===== src/tsf_pkg.sv =====
// Package for the scanline triangle fill block.
// Holds the fixed-point widths, config register indexes and the queued item type.
// No dependencies.
`timescale 1ns / 1ps
package tsf_pkg;

  localparam int COORD_W         = 24;
  localparam int COORD_FRAC_BITS = 8;
  localparam int SLOPE_FRAC_BITS = 16;
  localparam int SLOPE_W         = 40;
  localparam int SCREEN_DIM_BITS = 12;
  localparam int CFG_W           = 13;
  localparam int COLOR_W         = 32;
  // Working width for row and column positions (one bit of headroom)
  localparam int POS_W           = COORD_W + 1;

  // Config register indexes
  localparam logic REG_WIDTH  = 1'b0;
  localparam logic REG_HEIGHT = 1'b1;

  // Item kinds
  localparam logic KIND_LOAD = 1'b0;
  localparam logic KIND_STEP = 1'b1;

  typedef struct packed {
    logic                      kind;
    logic signed [COORD_W-1:0] v0x;
    logic signed [COORD_W-1:0] v0y;
    logic signed [COORD_W-1:0] v1x;
    logic signed [COORD_W-1:0] v1y;
    logic signed [COORD_W-1:0] v2x;
    logic signed [COORD_W-1:0] v2y;
    logic [COLOR_W-1:0]        color;
  } item_t;

  // Column/row truncated toward zero lies on the screen
  function automatic logic pix_ok(input logic signed [POS_W-1:0] v,
                                  input logic [CFG_W-1:0] lim);
    logic [POS_W-COORD_FRAC_BITS-1:0] t;
    logic                             neg_ok;
    t      = v[POS_W-1] ? '0 : v[POS_W-1:COORD_FRAC_BITS];
    neg_ok = v > -$signed(POS_W'(1 << COORD_FRAC_BITS));
    pix_ok = neg_ok && ({4'b0, t} < {{(POS_W-COORD_FRAC_BITS+4-CFG_W){1'b0}}, lim})
             && (t < (POS_W-COORD_FRAC_BITS)'(1 << SCREEN_DIM_BITS));
  endfunction

endpackage


===== src/tsf_front.sv =====
// Front end of the triangle fill block: a two-entry transaction queue.
// Depends on tsf_pkg.
`timescale 1ns / 1ps
module tsf_front import tsf_pkg::*; (
  input  logic  clk_i,
  input  logic  rst_ni,
  input  logic  push_i,
  input  item_t item_i,
  output logic  full_o,
  input  logic  pop_i,
  output logic  head_valid_o,
  output item_t head_o
);

  item_t      mem_q [2];
  logic       wr_q, rd_q;
  logic [1:0] cnt_q;

  assign full_o       = cnt_q == 2'd2;
  assign head_valid_o = cnt_q != 2'd0;
  assign head_o       = mem_q[rd_q];

  // Pointers and fill count
  always_ff @(posedge clk_i or negedge rst_ni) begin
    if (!rst_ni) begin
      wr_q  <= 1'b0;
      rd_q  <= 1'b0;
      cnt_q <= 2'd0;
    end else begin
      if (push_i) wr_q <= ~wr_q;
      if (pop_i) rd_q <= ~rd_q;
      cnt_q <= cnt_q + {1'b0, push_i} - {1'b0, pop_i};
    end
  end

  // Storage
  always_ff @(posedge clk_i) begin
    if (push_i) mem_q[wr_q] <= item_i;
  end

endmodule


===== config.mk =====
export PLATFORM = sky130hd
export DESIGN_NAME = tsf_front
export DESIGN_NICKNAME = d
export VERILOG_FILES = /design/src/tsf_pkg.sv /design/src/tsf_front.sv
export SDC_FILE = /design/constraint.sdc
export NUM_CORES = 1
export LEC_CHECK = 0
export BUFFER_PORTS_ARGS = -buffer_cell sky130_fd_sc_hd__buf_2
export CORE_MARGIN = 2
export CORE_UTILIZATION = 45
export CTS_CLUSTER_DIAMETER = 40
export CTS_CLUSTER_SIZE = 28
export DETAILED_ROUTE_END_ITERATION = 10
export GPL_TIMING_DRIVEN = 0
export HOLD_SLACK_MARGIN = 0.02
export PLACE_DENSITY = 0.83
export SLEW_MARGIN = 20
export SYNTH_ARGS = -nofsm -noshare
export SYNTH_HDL_FRONTEND = slang
export SYNTH_SLANG_ARGS = --single-unit

===== constraint.sdc =====
create_clock -name clk_i -period 9.1 [get_ports clk_i]
set_input_delay 2.275 -clock clk_i [delete_from_list [all_inputs] [get_ports clk_i]]
set_output_delay 2.275 -clock clk_i [all_outputs]
set_load 0.005 [all_outputs]

==> results.sh, run 1 <==
export IMPL_status="finished clean"
export IMPL_cp_max_fo=10
export IMPL_slew_headroom=0.580
export IMPL_p_per_area_nw_per_um2=315
export IMPL_htree_levels=2
export IMPL_grt_pass1_wl_um=39700
export IMPL_netlist_area_um2=13400
export IMPL_routed_wl_um=26900
export IMPL_first_iter_violations=322
export IMPL_placementRows=63
export IMPL_clockBufferDepth=3
export IMPL_tightest_slew_ns=0.629
export IMPL_port_buffers=359
export IMPL_crit_path_frequent_cell="buf_6"
export IMPL_fin_setup_tns_ns=0
export IMPL_grt_start_max_net_pins=54
export IMPL_startpoint_type="flop"
export IMPL_root_buffer="clkbuf_16"
export IMPL_worstPathCellList="buf_6 > buf_6 > buf_6 > mux2_4 > buf_2"
export IMPL_synth_seq_cells=358
export IMPL_cts_sinks=358
export IMPL_io_pins=360
export IMPL_clkLatencyLatePin_ns=0.52
export IMPL_die_x_um=177
export IMPL_place_gp_congestion=0.761
export IMPL_min_period_ns=4.21
export IMPL_ctsHoldBuffers=0
export IMPL_layoutNonFillerInstCount=1398
export IMPL_avgSynthCellArea_um2=23.7
export IMPL_cpPeakStageDelay_ns=0.34
export IMPL_endpoint_kind="primary output"
export IMPL_synth_top_area_frac=0.794
export IMPL_p_leak_nw=6.83
export IMPL_firstDrtPassIters=5
export IMPL_finalCritPeriodShare=0.462
export IMPL_areaGrowthSynthToFinish_pct=28.9
export IMPL_cpMaxStageDelayCell="dfrtp_1"
export IMPL_numCtsBuffers=39
export IMPL_rsz0062_at_grt="no"
export IMPL_cp_top_family="buffers and inverters"
export IMPL_fillCellCount=2196
export IMPL_ys_types=13
export IMPL_ctsResizeCount=0
export IMPL_drv_cap=0
export IMPL_ys_warn_count=0
export IMPL_postRouteAntennaNets=0
export IMPL_fin_nets=1159
export IMPL_path_class="flop to primary output"
export IMPL_ff_latch_area_um2=10700
export IMPL_num_vias=6796
export IMPL_hold_violations=0
export IMPL_die_y_um=177
export IMPL_cts_setup_buffers=0
export IMPL_grt_pass1_vias=7246
export IMPL_worst_ep_arrival_time_ns=1.93
export IMPL_dp_hpwl_um=19200
export IMPL_clk_pin_slew_ns=0.06
export IMPL_setup_viol=0
export IMPL_synth_area_leader_cell="edfxtp_1"
export IMPL_seq_area_frac_synth=0.801
export IMPL_syn_nets=749
export IMPL_hold_class="flop to flop"
export IMPL_finalWorstSetupSlack_ns=4.89
export IMPL_synthTopCellsByArea="edfxtp_1, mux2_4, mux2_2, buf_6, dfrtp_1"
export IMPL_wire_per_inst_um=19.3
export IMPL_crit_buf_inv=4
export IMPL_multiInputGateArea_um2=2470
export IMPL_cts_tree="yes"
export IMPL_required_ns=6.83
export IMPL_drc=0
export IMPL_drive_above_1_share=0.635
export IMPL_fmax_mhz=238
export IMPL_vias_per_cell=4.86
export IMPL_dp_cells=1325
export IMPL_timing_max_transition_violations_final=0
export IMPL_ir_drop_uv=281
export IMPL_skew_ns=0.0121
export IMPL_grt_antenna_before_repair=3
export IMPL_synth_cells=566
export IMPL_die_area_um2=31200
export IMPL_grt_overflow_total=0
export IMPL_post_place_ws_ns=5.09
export IMPL_start_util=0.454
export IMPL_core_area_um2=29500
export IMPL_grt_usage=0.167
## per-stage QoR
step | area [µm²] | power, mW | utilization | hold slack, ns
finish | 17300 | 5.44 | 0.585 | 0.558
global route | 17300 | 5.68 | 0.585 | 0.584
CTS | 17300 | 5.51 | 0.585 | 0.575
detailed placement | 15900 | 3.91 | 0.540 | 0.561
global placement | 15700 | 3.89 | 0.532 | 0.486
floorplan | 13400 | 3.29 | - | 0.473
## cells by family after synthesis
family,after synthesis,synth area share
xor+xnor,3,0.00308
flops,358,0.801
mux,177,0.177
buf+inv,22,0.0150
simple gates,4,0.00187
fa+ha+maj,2,0.00187
## Yosys cell counts
library cell	count
edfxtp_1	354
mux2_4	101
mux2_2	76
buf_6	15
buf_2	5
dfrtp_1	4
ha_1	2
inv_1	2
nor2b_1	2
xor2_1	2
and2_1	1
or2_2	1
xor3_1	1
## placed cells by master (no fill, tap or decap)
cell / synthesis / layout
nor2b_4: 0 / 1
clkinvlp_4: 0 / 4
nor2b_1: 2 / 1
or2_2: 1 / 1
buf_2: 5 / 364
and2_4: 0 / 1
clkinv_1: 0 / 1
inv_1: 2 / 2
inv_8: 0 / 2
xor3_1: 1 / 1
dfrtp_1: 4 / 4
clkbuf_1: 0 / 1
clkbuf_16: 0 / 39
clkinv_2: 0 / 3
diode_2: 0 / 1
mux2_4: 101 / 101
ha_1: 2 / 2
buf_12: 0 / 6
clkinv_8: 0 / 4
buf_16: 0 / 4
edfxtp_1: 354 / 354
bufinv_16: 0 / 3
buf_6: 15 / 15
inv_6: 0 / 9
mux2_2: 76 / 76
clkinv_4: 0 / 6
xor2_1: 2 / 2
## path summary, 6_finish.rpt
kind | start | end | slack (ns) | cells after the start
max in group asynchronous | rst_ni | wr_q$_DFFE_PN0P_ | 7.41 | 1
hold reg to reg | wr_q$_DFFE_PN0P_ | wr_q$_DFFE_PN0P_ | 0.56 | 1
setup reg to reg | wr_q$_DFFE_PN0P_ | mem_q[1][68]$_DFFE_PP_ | 7.13 | 3
min in group asynchronous | rst_ni | rd_q$_DFFE_PN0P_ | 1.56 | 1
setup / recovery | rd_q$_DFFE_PN0P_ | head_o[111] | 4.89 | 5
hold / removal | wr_q$_DFFE_PN0P_ | wr_q$_DFFE_PN0P_ | 0.56 | 1
## metal layers
metal / vias up / wire (µm) / part of all wire / GRT usage
met5: - / 28 / 0.0010 / 0
met4: 4 / 809 / 0.030 / 0.0634
met3: 59 / 2620 / 0.097 / 0.0603
met2: 312 / 13800 / 0.51 / 0.297
met1: 3324 / 9730 / 0.36 / 0.183
li1: 3097 / - / - / -
## sequential cells by signal, summed over array words and instances (netlist names)
name   flops
rd_q       1
cnt_q      2
mem_q    354
wr_q       1
## worst reg2reg max path, delay by kind of cell, from the launching register on
kind                   cells  cell delay, ns
buffers and inverters      2            0.62
AND/OR/NAND/NOR            1            0.59
flip-flops                 1            0.42
## power by group
part | internal [mW] | switching, mW
Sequential | 2.18 | 0.0747
Combinational | 0.852 | 0.742
Clock | 0.907 | 0.679
Total | 3.94 | 1.50
## layout make-up
cell class | instances | area share
Buffer | 20 | 0.0112
Inverter | 2 | 0.000435
Multi-Input combinational cell | 186 | 0.143
Antenna cell | 1 | 0.000145
Clock inverter | 32 | 0.0207
Tap cell | 390 | 0.0283
Clock buffer | 40 | 0.0568
Timing Repair Buffer | 369 | 0.117
Sequential cell | 358 | 0.622
No activity file was read; power rests on OpenSTA's default activity.
==> inputs of run 2 (changes only) <==
--- a/config.mk
+++ b/config.mk
@@ -5,6 +5,7 @@
 export SDC_FILE = /design/constraint.sdc
 export NUM_CORES = 1
 export LEC_CHECK = 0
+export ABC_AREA = 1
 export BUFFER_PORTS_ARGS = -buffer_cell sky130_fd_sc_hd__buf_2
 export CORE_MARGIN = 2
 export CORE_UTILIZATION = 45
@@ -13,7 +14,7 @@
 export DETAILED_ROUTE_END_ITERATION = 10
 export GPL_TIMING_DRIVEN = 0
 export HOLD_SLACK_MARGIN = 0.02
-export PLACE_DENSITY = 0.83
+export PLACE_DENSITY = 0.8
 export SLEW_MARGIN = 20
 export SYNTH_ARGS = -nofsm -noshare
 export SYNTH_HDL_FRONTEND = slang
==> constraint.sdc (replaced) <==
create_clock -name clk_i -period 4 [get_ports clk_i]
set_input_delay 1 -clock clk_i [delete_from_list [all_inputs] [get_ports clk_i]]
set_output_delay 1 -clock clk_i [all_outputs]
set_load 0.005 [all_outputs]
==> results.sh, run 2 <==
export IMPL_skew_ns=0.0110
export IMPL_cts_tree="yes"
export IMPL_avgSynthCellArea_um2=14.0
export IMPL_worst_ep_arrival_time_ns=2.06
export IMPL_grt_pass1_wl_um=46600
export IMPL_die_x_um=176
export IMPL_die_y_um=176
export IMPL_r2r_end="mem_q[0][88]$_DFFE_PP_"
export IMPL_num_vias=8488
export IMPL_synthArstFlopShare=0.0112
export IMPL_drv_cap=0
export IMPL_cts_sinks=358
export IMPL_largest_register_ffs=354
export IMPL_fin_nets=1548
export IMPL_startpoint_type="flop"
export IMPL_p_per_area_nw_per_um2=716
export IMPL_fin_area_um2=17300
export IMPL_synth_seq_cells=358
export IMPL_status="finished clean"
export IMPL_ctsHoldBuffers=0
export IMPL_path_class="flop to primary output"
export IMPL_hold_violations=0
export IMPL_firstDrtPassIters=5
export IMPL_endpoint_kind="primary output"
export IMPL_required_ns=3.00
export IMPL_regToRegStartpoint="wr_q$_DFFE_PN0P_"
export IMPL_setup_viol=0
export IMPL_ctsResizeCount=0
export IMPL_final_common_cell="buf_2"
export IMPL_placementRows=62
export IMPL_port_buffers=359
export IMPL_slew_headroom=0.489
export IMPL_clk_pin_slew_ns=0.06
export IMPL_clkLatencyLatePin_ns=0.52
export IMPL_wire_per_inst_um=17.3
export IMPL_grt_usage=0.197
export IMPL_ys_warn_count=0
export IMPL_p_leak_nw=7.43
export IMPL_synth_area_leader_cell="edfxtp_1"
export IMPL_timing_max_transition_violations_final=0
export IMPL_drc=0
export IMPL_drive_above_1_share=0.348
export IMPL_tightest_slew_ns=0.764
export IMPL_vias_per_cell=4.75
export IMPL_min_period_ns=3.06
export IMPL_postRouteAntennaNets=0
export IMPL_rsz0062_at_grt="no"
export IMPL_grt_start_max_net_pins=36
export IMPL_finalCritPeriodShare=0.765
export IMPL_synthTopCellsByArea="edfxtp_1, o21ai_0, inv_1, nand2_1, buf_2"
export IMPL_areaGrowthSynthToFinish_pct=30.5
export IMPL_postPlaceCellArea_um2=15900
export IMPL_fmax_mhz=327
export IMPL_synth_compound_area_share=0.0669
export IMPL_routed_wl_um=30900
export IMPL_htree_levels=2
export IMPL_synth_most_common_cell="edfxtp_1"
export IMPL_grt_overflow_total=0
export IMPL_place_gp_congestion=0.795
export IMPL_die_area_um2=30800
export IMPL_crit_path_start="rd_q$_DFFE_PN0P_"
export IMPL_reg2regPathDepth=5
export IMPL_synthXorXnorAreaFrac=0.00132
export IMPL_clockBufferDepth=3
export IMPL_synthMuxAreaShare=0
export IMPL_synth_top_area_frac=0.802
export IMPL_root_buffer="clkbuf_16"
export IMPL_fillCellCount=2174
export IMPL_yosys_area_share_simple=0.0531
export IMPL_seq_area_frac_synth=0.810
export IMPL_synth_common_cells="edfxtp_1, inv_1, nand2_1"
export IMPL_reg2reg_slack_ns=1.71
export IMPL_first_iter_violations=549
export IMPL_start_util=0.459
export IMPL_cp_max_fo=10
export IMPL_numCtsBuffers=41
export IMPL_ir_drop_uv=474
export IMPL_cts_setup_buffers=0
export IMPL_io_pins=360
export IMPL_synth_cells=949
export IMPL_ys_types=11
export IMPL_synth_top_family_by_area="buffers and inverters"
export IMPL_synth_edf_count=354
export IMPL_synth_adder_area_share=0.00189
export IMPL_grt_antenna_before_repair=7
export IMPL_dp_hpwl_um=21900
export IMPL_core_area_um2=28900
export IMPL_hold_class="primary input to async pin"
export IMPL_regMostFlops="mem_q"
export IMPL_reg_top3="mem_q (354), cnt_q (2)"
export IMPL_netlist_area_um2=13200
export IMPL_grt_pass1_vias=8653
export IMPL_ys_flop_type="edfxtp_1"
export IMPL_syn_nets=1132
export IMPL_total_power_mw=12.4
export IMPL_final_cell_mix="buf_2, edfxtp_1, nand2_1"
==> run 2: worst max-delay path, cell delays in order (launching register included) <==
cell     delay [ns]
dfrtp_1        0.38
buf_2          0.34
buf_2          0.39
nand2_1        0.08
o21ai_0        0.15
buf_2          0.20
==> run 2: cell type report <==
class | count | area [µm²] | share of cell area
clock inverters | 29 | 298 | 0.0172
clock buffers | 47 | 1090 | 0.0631
diodes | 5 | 12.5 | 0.000724
inverters | 184 | 707 | 0.0409
repair buffers | 373 | 2120 | 0.123
multi-input cells | 368 | 1660 | 0.0957
flip-flops and latches | 358 | 10700 | 0.621
plain buffers | 39 | 195 | 0.0113
well taps | 384 | 480 | 0.0278
==> run 2: worst max path at each step <==
stage / slack, ns / cells past startpoint / endpoint
after floorplan: -0.06 / 2 / mem_q[1][0]$_DFFE_PP_
after global placement: -1.80 / 3 / mem_q[1][67]$_DFFE_PP_
after detailed placement: 0.88 / 7 / mem_q[0][67]$_DFFE_PP_
after CTS: 0.83 / 5 / head_o[120]
after global routing: 0.80 / 5 / head_o[120]
final: 0.94 / 5 / head_o[120]
==> run 2: kinds of logic (layout without fill, tap and decap cells) <==
logic type                 Yosys count  in the layout
buffers and inverters              223            672
AOI/OAI and AO/OA                  177            177
other                                0              5
adders and majority gates            2              2
and+or+nand+nor                    187            187
xor gates and xnor gates             2              2
DFF                                358            358
==> run 2: through the flow <==
step,TNS (ns),hold slack (ns),setup slack [ns],std cells,util
6_report,0,0.271,0.940,1787,0.599
5_1_grt,0,0.253,0.802,1783,0.599
4_1_cts,0,0.250,0.829,1782,0.599
3_5_place_dp,0,0.576,0.875,1706,0.551
3_3_place_gp,-611.37,0.549,-1.80,1692,0.539
2_1_floorplan,-19.37,0.524,-0.0631,949,-
==> run 2: metal layers <==
metal / vias to the layer above / global-route usage / share of wire
met4: 4 / 0.0820 / 0.037
met2: 363 / 0.351 / 0.51
li1: 4066 / - / -
met3: 82 / 0.0621 / 0.097
met5: - / 0 / 0.00071
met1: 3973 / 0.217 / 0.36
==> run 2: power by group <==
group	internal, mW	switching [mW]
sequential	4.97	0.177
combinational	1.31	2.19
clock	2.21	1.52
total	8.49	3.89
