--- src/tsf_pkg.sv ---
// Package for the scanline triangle fill block.
// Holds the fixed-point widths, config register indexes and the queued item type.
// No dependencies.
`timescale 1ns / 1ps
package tsf_pkg;

  localparam int COORD_W         = 24;
  localparam int COORD_FRAC_BITS = 8;
  localparam int SLOPE_FRAC_BITS = 16;
  localparam int SLOPE_W         = 40;
  localparam int SCREEN_DIM_BITS = 12;
  localparam int CFG_W           = 13;
  localparam int COLOR_W         = 32;
  // Working width for row and column positions (one bit of headroom)
  localparam int POS_W           = COORD_W + 1;

  // Config register indexes
  localparam logic REG_WIDTH  = 1'b0;
  localparam logic REG_HEIGHT = 1'b1;

  // Item kinds
  localparam logic KIND_LOAD = 1'b0;
  localparam logic KIND_STEP = 1'b1;

  typedef struct packed {
    logic                      kind;
    logic signed [COORD_W-1:0] v0x;
    logic signed [COORD_W-1:0] v0y;
    logic signed [COORD_W-1:0] v1x;
    logic signed [COORD_W-1:0] v1y;
    logic signed [COORD_W-1:0] v2x;
    logic signed [COORD_W-1:0] v2y;
    logic [COLOR_W-1:0]        color;
  } item_t;

  // Column/row truncated toward zero lies on the screen
  function automatic logic pix_ok(input logic signed [POS_W-1:0] v,
                                  input logic [CFG_W-1:0] lim);
    logic [POS_W-COORD_FRAC_BITS-1:0] t;
    logic                             neg_ok;
    t      = v[POS_W-1] ? '0 : v[POS_W-1:COORD_FRAC_BITS];
    neg_ok = v > -$signed(POS_W'(1 << COORD_FRAC_BITS));
    pix_ok = neg_ok && ({4'b0, t} < {{(POS_W-COORD_FRAC_BITS+4-CFG_W){1'b0}}, lim})
             && (t < (POS_W-COORD_FRAC_BITS)'(1 << SCREEN_DIM_BITS));
  endfunction

endpackage

--- src/tsf_div.sv ---
// Edge slope divider: |dx| << SLOPE_FRAC_BITS / |dy|, one quotient bit per cycle.
// Saturates the magnitude and applies the sign. Depends on tsf_pkg.
`timescale 1ns / 1ps
module tsf_div import tsf_pkg::*; (
  input  logic                      clk_i,
  input  logic                      rst_ni,
  input  logic                      start_i,
  input  logic signed [COORD_W:0]   dx_i,
  input  logic signed [COORD_W:0]   dy_i,
  output logic                      done_o,
  output logic signed [SLOPE_W-1:0] slope_o
);

  localparam int NUM_W = COORD_W + SLOPE_FRAC_BITS;

  logic                 busy_q;
  logic [5:0]           cnt_q;
  logic [NUM_W-1:0]     num_q;
  logic [COORD_W-1:0]   rem_q, den_q;
  logic                 neg_q, zero_q, done_q;
  logic [COORD_W:0]     trial;
  logic signed [COORD_W+1:0] diff;
  logic [COORD_W:0]     mdx, mdy;
  logic [SLOPE_W-1:0]   sat;

  assign mdx   = dx_i[COORD_W] ? -dx_i : dx_i;
  assign mdy   = dy_i[COORD_W] ? -dy_i : dy_i;
  assign trial = {rem_q, num_q[NUM_W-1]};
  assign diff  = $signed({1'b0, trial}) - $signed({2'b0, den_q});

  // Restoring division step
  always_ff @(posedge clk_i or negedge rst_ni) begin
    if (!rst_ni) begin
      busy_q <= 1'b0;
      done_q <= 1'b0;
      cnt_q  <= '0;
    end else begin
      done_q <= 1'b0;
      if (start_i) begin
        busy_q <= 1'b1;
        cnt_q  <= 6'(NUM_W - 1);
      end else if (busy_q) begin
        if (cnt_q == 6'd0) begin
          busy_q <= 1'b0;
          done_q <= 1'b1;
        end
        cnt_q <= cnt_q - 6'd1;
      end
    end
  end

  always_ff @(posedge clk_i) begin
    if (start_i) begin
      num_q  <= {mdx[COORD_W-1:0], {SLOPE_FRAC_BITS{1'b0}}};
      den_q  <= mdy[COORD_W-1:0];
      rem_q  <= '0;
      neg_q  <= dx_i[COORD_W] != dy_i[COORD_W];
      zero_q <= dy_i == '0;
    end else if (busy_q) begin
      if (!diff[COORD_W+1]) begin
        rem_q <= diff[COORD_W-1:0];
        num_q <= {num_q[NUM_W-2:0], 1'b1};
      end else begin
        rem_q <= trial[COORD_W-1:0];
        num_q <= {num_q[NUM_W-2:0], 1'b0};
      end
    end
  end

  // Saturate to 2^39 - 1, then sign
  assign sat     = num_q[NUM_W-1] ? {1'b0, {(SLOPE_W-1){1'b1}}} : num_q;
  assign done_o  = done_q;
  assign slope_o = zero_q ? '0 : (neg_q ? -$signed(sat) : $signed(sat));

endmodule

--- src/tsf_back.sv ---
// Back end of the triangle fill block: setup, row/span walking and the result register.
// Depends on tsf_pkg and tsf_div.
`timescale 1ns / 1ps
module tsf_back import tsf_pkg::*; (
  input  logic                       clk_i,
  input  logic                       rst_ni,
  input  logic                       head_valid_i,
  input  item_t                      head_i,
  output logic                       pop_o,
  input  logic [CFG_W-1:0]           width_i,
  input  logic [CFG_W-1:0]           height_i,
  output logic                       out_valid_o,
  input  logic                       out_stall_i,
  output logic [SCREEN_DIM_BITS-1:0] pixel_x_o,
  output logic [SCREEN_DIM_BITS-1:0] pixel_y_o,
  output logic [COLOR_W-1:0]         pixel_color_o,
  output logic                       pixel_write_o,
  output logic                       triangle_done_o
);

  localparam logic [3:0] S_IDLE = 4'd0;
  localparam logic [3:0] S_DST  = 4'd1;
  localparam logic [3:0] S_DIV  = 4'd2;
  localparam logic [3:0] S_ROW  = 4'd3;
  localparam logic [3:0] S_OFF  = 4'd4;
  localparam logic [3:0] S_MLO  = 4'd5;
  localparam logic [3:0] S_MHI  = 4'd6;
  localparam logic [3:0] S_SUM  = 4'd7;
  localparam logic [3:0] S_FIN  = 4'd8;

  localparam logic [1:0] T_LONG = 2'd0;
  localparam logic [1:0] T_S01  = 2'd1;
  localparam logic [1:0] T_S12  = 2'd2;

  localparam int ML_W  = 20;
  localparam int UO_W  = COORD_W + 1;
  localparam int PR_W  = 64;
  localparam int RES_W = PR_W - SLOPE_FRAC_BITS + 2;
  localparam logic signed [POS_W-1:0] ONE_PIX = POS_W'(1 << COORD_FRAC_BITS);

  logic [3:0] state_q, state_d;
  logic [1:0] tgt_q, tgt_d;
  logic signed [COORD_W-1:0] vx_q [3], vy_q [3], vx_d [3], vy_d [3];
  logic signed [SLOPE_W-1:0] long_q, long_d, short_q, short_d;
  logic signed [POS_W-1:0]   row_q, row_d, col_q, col_d, end_q, end_d;
  logic lower_q, lower_d, active_q, active_d, edge_q, edge_d;
  logic [COLOR_W-1:0] color_q, color_d;
  logic signed [COORD_W-1:0] xa_q, xa_d;
  logic [UO_W-1:0]  uo_q, uo_d;
  logic             eneg_q, eneg_d;
  logic [UO_W+ML_W-1:0] lo_q, lo_d;
  logic [UO_W+SLOPE_W-1-ML_W-1:0] hi_q, hi_d;
  logic [PR_W-1:0]  prod_q, prod_d;

  logic out_valid_q, out_valid_d, write_q, write_d, done_q, done_d;
  logic [SCREEN_DIM_BITS-1:0] px_q, px_d, py_q, py_d;
  logic [COLOR_W-1:0] pc_q, pc_d;

  logic div_start, div_done;
  logic signed [COORD_W:0] div_dx, div_dy;
  logic signed [SLOPE_W-1:0] div_slope;

  // Edge operand select
  logic signed [COORD_W-1:0] bx, by;
  logic signed [SLOPE_W-1:0] slope;
  logic [SLOPE_W-2:0]        ms;

  always_comb begin
    if (edge_q) begin
      bx = vx_q[0]; by = vy_q[0]; slope = long_q;
    end else if (lower_q) begin
      bx = vx_q[1]; by = vy_q[1]; slope = short_q;
    end else begin
      bx = vx_q[0]; by = vy_q[0]; slope = short_q;
    end
  end
  assign ms = slope[SLOPE_W-1] ? (SLOPE_W-1)'(-slope) : slope[SLOPE_W-2:0];

  // Divider operands from the selected edge
  always_comb begin
    unique case (tgt_q)
      T_LONG: begin
        div_dx = {vx_q[2][COORD_W-1], vx_q[2]} - {vx_q[0][COORD_W-1], vx_q[0]};
        div_dy = {vy_q[2][COORD_W-1], vy_q[2]} - {vy_q[0][COORD_W-1], vy_q[0]};
      end
      T_S01: begin
        div_dx = {vx_q[1][COORD_W-1], vx_q[1]} - {vx_q[0][COORD_W-1], vx_q[0]};
        div_dy = {vy_q[1][COORD_W-1], vy_q[1]} - {vy_q[0][COORD_W-1], vy_q[0]};
      end
      default: begin
        div_dx = {vx_q[2][COORD_W-1], vx_q[2]} - {vx_q[1][COORD_W-1], vx_q[1]};
        div_dy = {vy_q[2][COORD_W-1], vy_q[2]} - {vy_q[1][COORD_W-1], vy_q[1]};
      end
    endcase
  end
  assign div_start = state_q == S_DST;

  tsf_div u_div (
    .clk_i   (clk_i),
    .rst_ni  (rst_ni),
    .start_i (div_start),
    .dx_i    (div_dx),
    .dy_i    (div_dy),
    .done_o  (div_done),
    .slope_o (div_slope)
  );

  logic out_free;
  assign out_free = !out_valid_q || !out_stall_i;
  assign pop_o    = (state_q == S_IDLE) && head_valid_i && out_free;

  // Main sequencer
  always_comb begin
    logic signed [COORD_W-1:0] sx [3], sy [3], tx, ty;
    logic signed [POS_W-1:0]   vy2, vy1, coln, rown;
    logic signed [POS_W:0]     off;
    logic [POS_W:0]            moff;
    logic [PR_W:0]             rnd;
    logic signed [RES_W-1:0]   res, xs;
    logic signed [COORD_W-1:0] x;

    state_d = state_q; tgt_d = tgt_q;
    vx_d = vx_q; vy_d = vy_q;
    long_d = long_q; short_d = short_q;
    row_d = row_q; col_d = col_q; end_d = end_q;
    lower_d = lower_q; active_d = active_q; edge_d = edge_q;
    color_d = color_q; xa_d = xa_q; uo_d = uo_q; eneg_d = eneg_q;
    lo_d = lo_q; hi_d = hi_q; prod_d = prod_q;
    out_valid_d = out_valid_q && out_stall_i;
    write_d = write_q; done_d = done_q; px_d = px_q; py_d = py_q; pc_d = pc_q;
    tx = '0; ty = '0;

    vy2  = {vy_q[2][COORD_W-1], vy_q[2]};
    vy1  = {vy_q[1][COORD_W-1], vy_q[1]};
    coln = col_q + ONE_PIX;
    rown = row_q + ONE_PIX;
    off  = {row_q[POS_W-1], row_q} - {{2{by[COORD_W-1]}}, by};
    moff = off[POS_W] ? -off : off;
    rnd  = {1'b0, prod_q} + (PR_W+1)'((1 << SLOPE_FRAC_BITS) - 1);
    if (eneg_q && prod_q != '0)
      res = -$signed(RES_W'(rnd[PR_W:SLOPE_FRAC_BITS]));
    else
      res = $signed(RES_W'(prod_q[PR_W-1:SLOPE_FRAC_BITS]));
    xs = res + {{(RES_W-COORD_W){bx[COORD_W-1]}}, bx};
    if (xs > RES_W'((1 << (COORD_W-1)) - 1)) x = {1'b0, {(COORD_W-1){1'b1}}};
    else if (xs < -$signed(RES_W'(1 << (COORD_W-1)))) x = {1'b1, {(COORD_W-1){1'b0}}};
    else x = xs[COORD_W-1:0];
    sx[0] = head_i.v0x; sy[0] = head_i.v0y;
    sx[1] = head_i.v1x; sy[1] = head_i.v1y;
    sx[2] = head_i.v2x; sy[2] = head_i.v2y;

    unique case (state_q)
      S_IDLE: begin
        if (pop_o) begin
          if (head_i.kind == KIND_LOAD) begin
            // Sort vertices by y
            if (sy[1] < sy[0]) begin
              tx = sx[0]; ty = sy[0]; sx[0] = sx[1]; sy[0] = sy[1]; sx[1] = tx; sy[1] = ty;
            end
            if (sy[2] < sy[0]) begin
              tx = sx[0]; ty = sy[0]; sx[0] = sx[2]; sy[0] = sy[2]; sx[2] = tx; sy[2] = ty;
            end
            if (sy[2] < sy[1]) begin
              tx = sx[1]; ty = sy[1]; sx[1] = sx[2]; sy[1] = sy[2]; sx[2] = tx; sy[2] = ty;
            end
            vx_d = sx; vy_d = sy;
            lower_d  = 1'b0;
            row_d    = {sy[0][COORD_W-1], sy[0]};
            col_d    = '0;
            end_d    = '0;
            color_d  = head_i.color;
            active_d = 1'b1;
            tgt_d    = T_LONG;
            state_d  = S_DST;
          end else if (active_q) begin
            out_valid_d = 1'b1;
            write_d = 1'b0; done_d = 1'b0;
            px_d = '0; py_d = '0; pc_d = '0;
            if (row_q >= vy2) begin
              done_d   = 1'b1;
              active_d = 1'b0;
            end else begin
              if (col_q < end_q) begin
                if (pix_ok(col_q, width_i) && pix_ok(row_q, height_i)) begin
                  // Sub-pixel negative positions truncate to zero
                  write_d = 1'b1;
                  px_d = col_q[POS_W-1] ? '0 : col_q[COORD_FRAC_BITS +: SCREEN_DIM_BITS];
                  py_d = row_q[POS_W-1] ? '0 : row_q[COORD_FRAC_BITS +: SCREEN_DIM_BITS];
                  pc_d = color_q;
                end
                col_d = coln;
              end
              if (!(col_q < end_q) || !(coln < end_q)) begin
                row_d = rown;
                if (rown >= vy2) begin
                  done_d   = 1'b1;
                  active_d = 1'b0;
                end else begin
                  state_d = S_ROW;
                end
              end
            end
          end
        end
      end
      S_DST: state_d = S_DIV;
      S_DIV: begin
        if (div_done) begin
          unique case (tgt_q)
            T_LONG: begin
              long_d  = div_slope;
              tgt_d   = T_S01;
              state_d = S_DST;
            end
            T_S01: begin
              short_d = div_slope;
              state_d = (row_q < vy2) ? S_ROW : S_IDLE;
            end
            default: begin
              short_d = div_slope;
              state_d = S_ROW;
            end
          endcase
        end
      end
      S_ROW: begin
        // Switch to the lower short edge at the middle vertex
        if (!lower_q && !(row_q < vy1)) begin
          lower_d = 1'b1;
          tgt_d   = T_S12;
          state_d = S_DST;
        end else begin
          edge_d  = 1'b0;
          state_d = S_OFF;
        end
      end
      S_OFF: begin
        uo_d   = (moff > (POS_W+1)'(1 << COORD_W)) ? UO_W'(1 << COORD_W) : moff[UO_W-1:0];
        eneg_d = off[POS_W] != slope[SLOPE_W-1];
        state_d = S_MLO;
      end
      S_MLO: begin
        lo_d    = uo_q * ms[ML_W-1:0];
        state_d = S_MHI;
      end
      S_MHI: begin
        hi_d    = uo_q * ms[SLOPE_W-2:ML_W];
        state_d = S_SUM;
      end
      S_SUM: begin
        prod_d  = PR_W'(lo_q) + {hi_q, {ML_W{1'b0}}};
        state_d = S_FIN;
      end
      S_FIN: begin
        if (!edge_q) begin
          xa_d    = x;
          edge_d  = 1'b1;
          state_d = S_OFF;
        end else begin
          // Span from the smaller crossing to the larger
          if (xa_q > x) begin
            col_d = {x[COORD_W-1], x};
            end_d = {xa_q[COORD_W-1], xa_q};
          end else begin
            col_d = {xa_q[COORD_W-1], xa_q};
            end_d = {x[COORD_W-1], x};
          end
          state_d = S_IDLE;
        end
      end
      default: state_d = S_IDLE;
    endcase
  end

  // Control registers
  always_ff @(posedge clk_i or negedge rst_ni) begin
    if (!rst_ni) begin
      state_q     <= S_IDLE;
      tgt_q       <= T_LONG;
      vx_q        <= '{default: '0};
      vy_q        <= '{default: '0};
      long_q      <= '0;
      short_q     <= '0;
      row_q       <= '0;
      col_q       <= '0;
      end_q       <= '0;
      lower_q     <= 1'b0;
      active_q    <= 1'b0;
      edge_q      <= 1'b0;
      color_q     <= '0;
      out_valid_q <= 1'b0;
    end else begin
      state_q     <= state_d;
      tgt_q       <= tgt_d;
      vx_q        <= vx_d;
      vy_q        <= vy_d;
      long_q      <= long_d;
      short_q     <= short_d;
      row_q       <= row_d;
      col_q       <= col_d;
      end_q       <= end_d;
      lower_q     <= lower_d;
      active_q    <= active_d;
      edge_q      <= edge_d;
      color_q     <= color_d;
      out_valid_q <= out_valid_d;
    end
  end

  // Datapath and result payload
  always_ff @(posedge clk_i) begin
    xa_q    <= xa_d;
    uo_q    <= uo_d;
    eneg_q  <= eneg_d;
    lo_q    <= lo_d;
    hi_q    <= hi_d;
    prod_q  <= prod_d;
    write_q <= write_d;
    done_q  <= done_d;
    px_q    <= px_d;
    py_q    <= py_d;
    pc_q    <= pc_d;
  end

  assign out_valid_o     = out_valid_q;
  assign pixel_x_o       = px_q;
  assign pixel_y_o       = py_q;
  assign pixel_color_o   = pc_q;
  assign pixel_write_o   = write_q;
  assign triangle_done_o = done_q;

endmodule
--- config.mk ---
export PLATFORM = sky130hd
export DESIGN_NAME = tsf_back
export DESIGN_NICKNAME = d
export VERILOG_FILES = /design/src/tsf_pkg.sv /design/src/tsf_div.sv /design/src/tsf_back.sv
export SDC_FILE = /design/constraint.sdc
export NUM_CORES = 2
export LEC_CHECK = 0
export BUFFER_PORTS_ARGS = -buffer_cell sky130_fd_sc_hd__buf_4
export CAP_MARGIN = 30
export CORE_MARGIN = 4
export CORE_UTILIZATION = 60
export DETAILED_ROUTE_END_ITERATION = 8
export PLACE_DENSITY = 0.77
export SYNTH_ARGS = -nofsm -noshare
export SYNTH_HDL_FRONTEND = slang
export SYNTH_SLANG_ARGS = --single-unit
--- constraint.sdc ---
create_clock -name clk_i -period 28.1 [get_ports clk_i]
set_input_delay 4.215 -clock clk_i [delete_from_list [all_inputs] [get_ports clk_i]]
set_output_delay 4.215 -clock clk_i [all_outputs]
set_load 0.03 [all_outputs]
==> flow_metrics.env <==
export IMPL_status="completed"
export IMPL_clkTransAtPathRegs_ns=0.06
export IMPL_numPortBuffers=266
export IMPL_fin_nets=11820
export IMPL_drtAntennaViolNets=0
export IMPL_drive_above_1_share_pct=7.401
export IMPL_hold_class="reg -> reg"
export IMPL_gp_congestion=0.9816
export IMPL_fmax_ghz=0.07450
export IMPL_cts_made_buffers=80
export IMPL_ctsResizeCount=0
export IMPL_num_rows=138
export IMPL_start_util_pct=60.70
export IMPL_cts_tree="built"
export IMPL_synth_edf_count=311
export IMPL_grt_pass1_wl_mm=408.8
export IMPL_syn_cell_area_um2=86260
export IMPL_vdd_drop_max_uv=52.31
export IMPL_ios=267
export IMPL_slowest_stage="or3_1"
export IMPL_rsz0062_at_grt="false"
export IMPL_p_sw_uw=751.3
export IMPL_async_flop_share_pct=49.79
export IMPL_postSynthAreaPerCell_um2=8.535
export IMPL_first_pass_iters=6
export IMPL_criticalPathCategory="in -> reg"
export IMPL_slew_violations=0
export IMPL_cp_end_kind="register"
export IMPL_area_growth_pct=7.751
export IMPL_synth_top_cell_area_share_pct=18.75
export IMPL_vias=73900
export IMPL_seq_area_um2=18850
export IMPL_ys_top_cells_by_area="fa_1, edfxtp_1, ha_1, dfrtp_1, nand2_1"
export IMPL_setup_tns_ns=0
export IMPL_cts_hold_buf=0
export IMPL_clkPwrFrac_pct=42.0
export IMPL_maxSlewHeadroom_pct=23.92
export IMPL_final_min_clock_period_ns=13.42
export IMPL_arrival_ns=13.98
export IMPL_avgViaCountPerCell=6.142
export IMPL_routed_wl_mm=256.3
export IMPL_cpMostUsedCell="a21oi_1"
export IMPL_period_share_pct=47.77
export IMPL_antenna_found_initial=6
export IMPL_die_x_um=387.2
export IMPL_synth_area_leader_cell="fa_1"
export IMPL_tightest_slew_ns=1.129
export IMPL_layout_common_cells="nand2_1, inv_1, fa_1"
export IMPL_p_sw_share_pct=28.67
export IMPL_clockBufferDepth=3
export IMPL_cap_violations=0
export IMPL_p_leak_nw=44.74
export IMPL_fillerInstances=11770
export IMPL_layout_commonest_cell="nand2_1"
export IMPL_p_seq_share_pct=40.5
export IMPL_ys_seq_area_share_pct=21.85
export IMPL_htreeDepth=3
export IMPL_power_density_nw_per_um2=28.20
export IMPL_grt_max_degree=99
export IMPL_cts_setup_buffers=0
export IMPL_multi_input_area_um2=61200
export IMPL_yosysUniqueCellTypes=102
export IMPL_core_area_um2=142100
export IMPL_crit_path_start_kind="input pin"
export IMPL_cpPeakStageDelay_ns=0.72
export IMPL_overflow=0
export IMPL_grt_pass1_vias=73790
export IMPL_fp_dieH_um=387.2
export IMPL_required_ns=28.66
export IMPL_clock_sinks=699
export IMPL_yosysWarnings=0
export IMPL_critPathMaxFanout=91
export IMPL_ys_ff_latch=699
export IMPL_grt_usage_pct=33.85
export IMPL_postSynthCellCount=10110
export IMPL_finClkSkew_ns=0.02760
export IMPL_drc=0
export IMPL_final_hold_viol_count=0
export IMPL_drtIter0Drc=6455
export IMPL_syn_nets=11860
export IMPL_finalSetupViolCount=0
export IMPL_power_internal_mw=1.869
export IMPL_cts_root_buf="clkbuf_16"
export IMPL_wl_per_cell_um=21.30
export IMPL_pwr_share_comb_pct=17.6
export IMPL_dp_hpwl_mm=198.6
export IMPL_die_area_um2=149900
export IMPL_insertion_delay_ns=0.70
export IMPL_fin_util_pct=65.41
export IMPL_yosys_most_used_dff="dfrtp_1"
synthesized netlist by cell type (18+ instances only):
cell / count
nand2_1: 1447
inv_1: 1222
fa_1: 808
ha_1: 735
nor2_1: 544
clkbuf_1: 486
a21oi_1: 477
o21ai_0: 471
and2_1: 373
dfrtp_1: 348
edfxtp_1: 311
xnor2_1: 278
nor3_1: 230
a21o_1: 207
nand3_1: 184
xor2_1: 172
nor2b_1: 153
o31ai_1: 136
mux2i_1: 114
a31oi_1: 101
nand2b_1: 98
and3_1: 88
nand4_1: 88
o22ai_1: 79
mux2_2: 59
or3_1: 59
o21a_1: 58
a211oi_1: 57
nor4_1: 55
o211ai_1: 46
dfxtp_1: 40
o21bai_1: 37
buf_1: 33
or4_1: 32
or2_2: 28
a21boi_0: 24
and3b_1: 22
nor3b_1: 21
o41ai_1: 20
a2111oi_0: 18
nand3b_1: 18
layer usage:
metal | routed length (µm) | vias up | global-route usage [%]
li1 | - | 34030 | -
met1 | 104000 | 36330 | 44.64
met2 | 120300 | 2908 | 55.35
met3 | 18510 | 624 | 5.316
met4 | 13480 | 4 | 15.15
met5 | 20 | - | 0
critical path, delay by kind of cell:
kind,cells,cell delay (ns)
AND/OR/NAND/NOR,11,2.63
adder cells (fa/ha/maj),3,0.91
AO/OA/AOI/OAI,16,3.82
buffers and inverters,7,2.31
cells by family after synthesis:
family                   synth area share (%)
buffers and inverters                   7.691
AND/OR/NAND/NOR                         19.31
flip-flops                              21.85
adder cells (fa/ha/maj)                 29.41
XOR/XNOR                                4.569
multiplexers                            2.093
AO/OA/AOI/OAI                           15.07
power by group through the flow:
stage / Combinational [mW] / Sequential, mW / Clock (mW)
2_1_floorplan: 0.306 / 1.08 / 0
3_3_place_gp: 0.441 / 1.08 / 0
3_5_place_dp: 0.448 / 1.08 / 0
4_1_cts: 0.450 / 1.06 / 1.11
5_1_grt: 0.506 / 1.06 / 1.16
6_report: 0.460 / 1.06 / 1.10
layout make-up:
class | instances | share of cell area, %
multi-input combinational | 7651 | 65.85
clock buffer | 114 | 2.546
inverter | 1223 | 4.939
antenna | 7 | 0.01885
tap | 1890 | 2.544
sequential | 699 | 20.29
clock inverter | 31 | 0.3715
timing repair buffer | 416 | 3.449
sequential cells by signal, summed over array words and instances, names as in the netlist, 4 cells and up:
name,count
color_q,32
hi_q,44
u_div.num_q,40
end_q,24
uo_q,25
xa_q,24
pixel_y_o,12
lo_q,45
short_q,40
row_q,25
u_div.rem_q,24
vx_q,72
state_q,4
pixel_x_o,12
prod_q,64
vy_q,72
col_q,25
u_div.cnt_q,6
long_q,40
u_div.den_q,24
pixel_color_o,32
final timing paths:
| check | from | to | slack, ns | cells after the start |
|---|---|---|---|---|
| max | head_i[89] | vy_q[37] | 14.68 | 37 |
| min | lo_q[6] | prod_q[6] | 0.42 | 0 |
| max reg2reg | edge_q | hi_q[42] | 15.85 | 41 |
| min reg2reg | lo_q[6] | prod_q[6] | 0.42 | 0 |
| max in group asynchronous | rst_ni | vy_q[35] | 21.44 | 4 |
| min in group asynchronous | rst_ni | color_q[7] | 3.52 | 1 |
metrics by stage:
step	area, µm²	power (mW)	cells	setup slack, ns	hold slack, ns
floorplan	86260	1.386	10110	15.34	0.4003
global placement	90070	1.521	11870	13.96	0.4007
detailed placement	90140	1.528	11880	13.75	0.4045
CTS	92850	2.624	12020	14.47	0.4220
global route	92930	2.721	12020	13.78	0.4302
finish	92950	2.621	12030	14.68	0.4228
(Power assumes the default switching activity.)
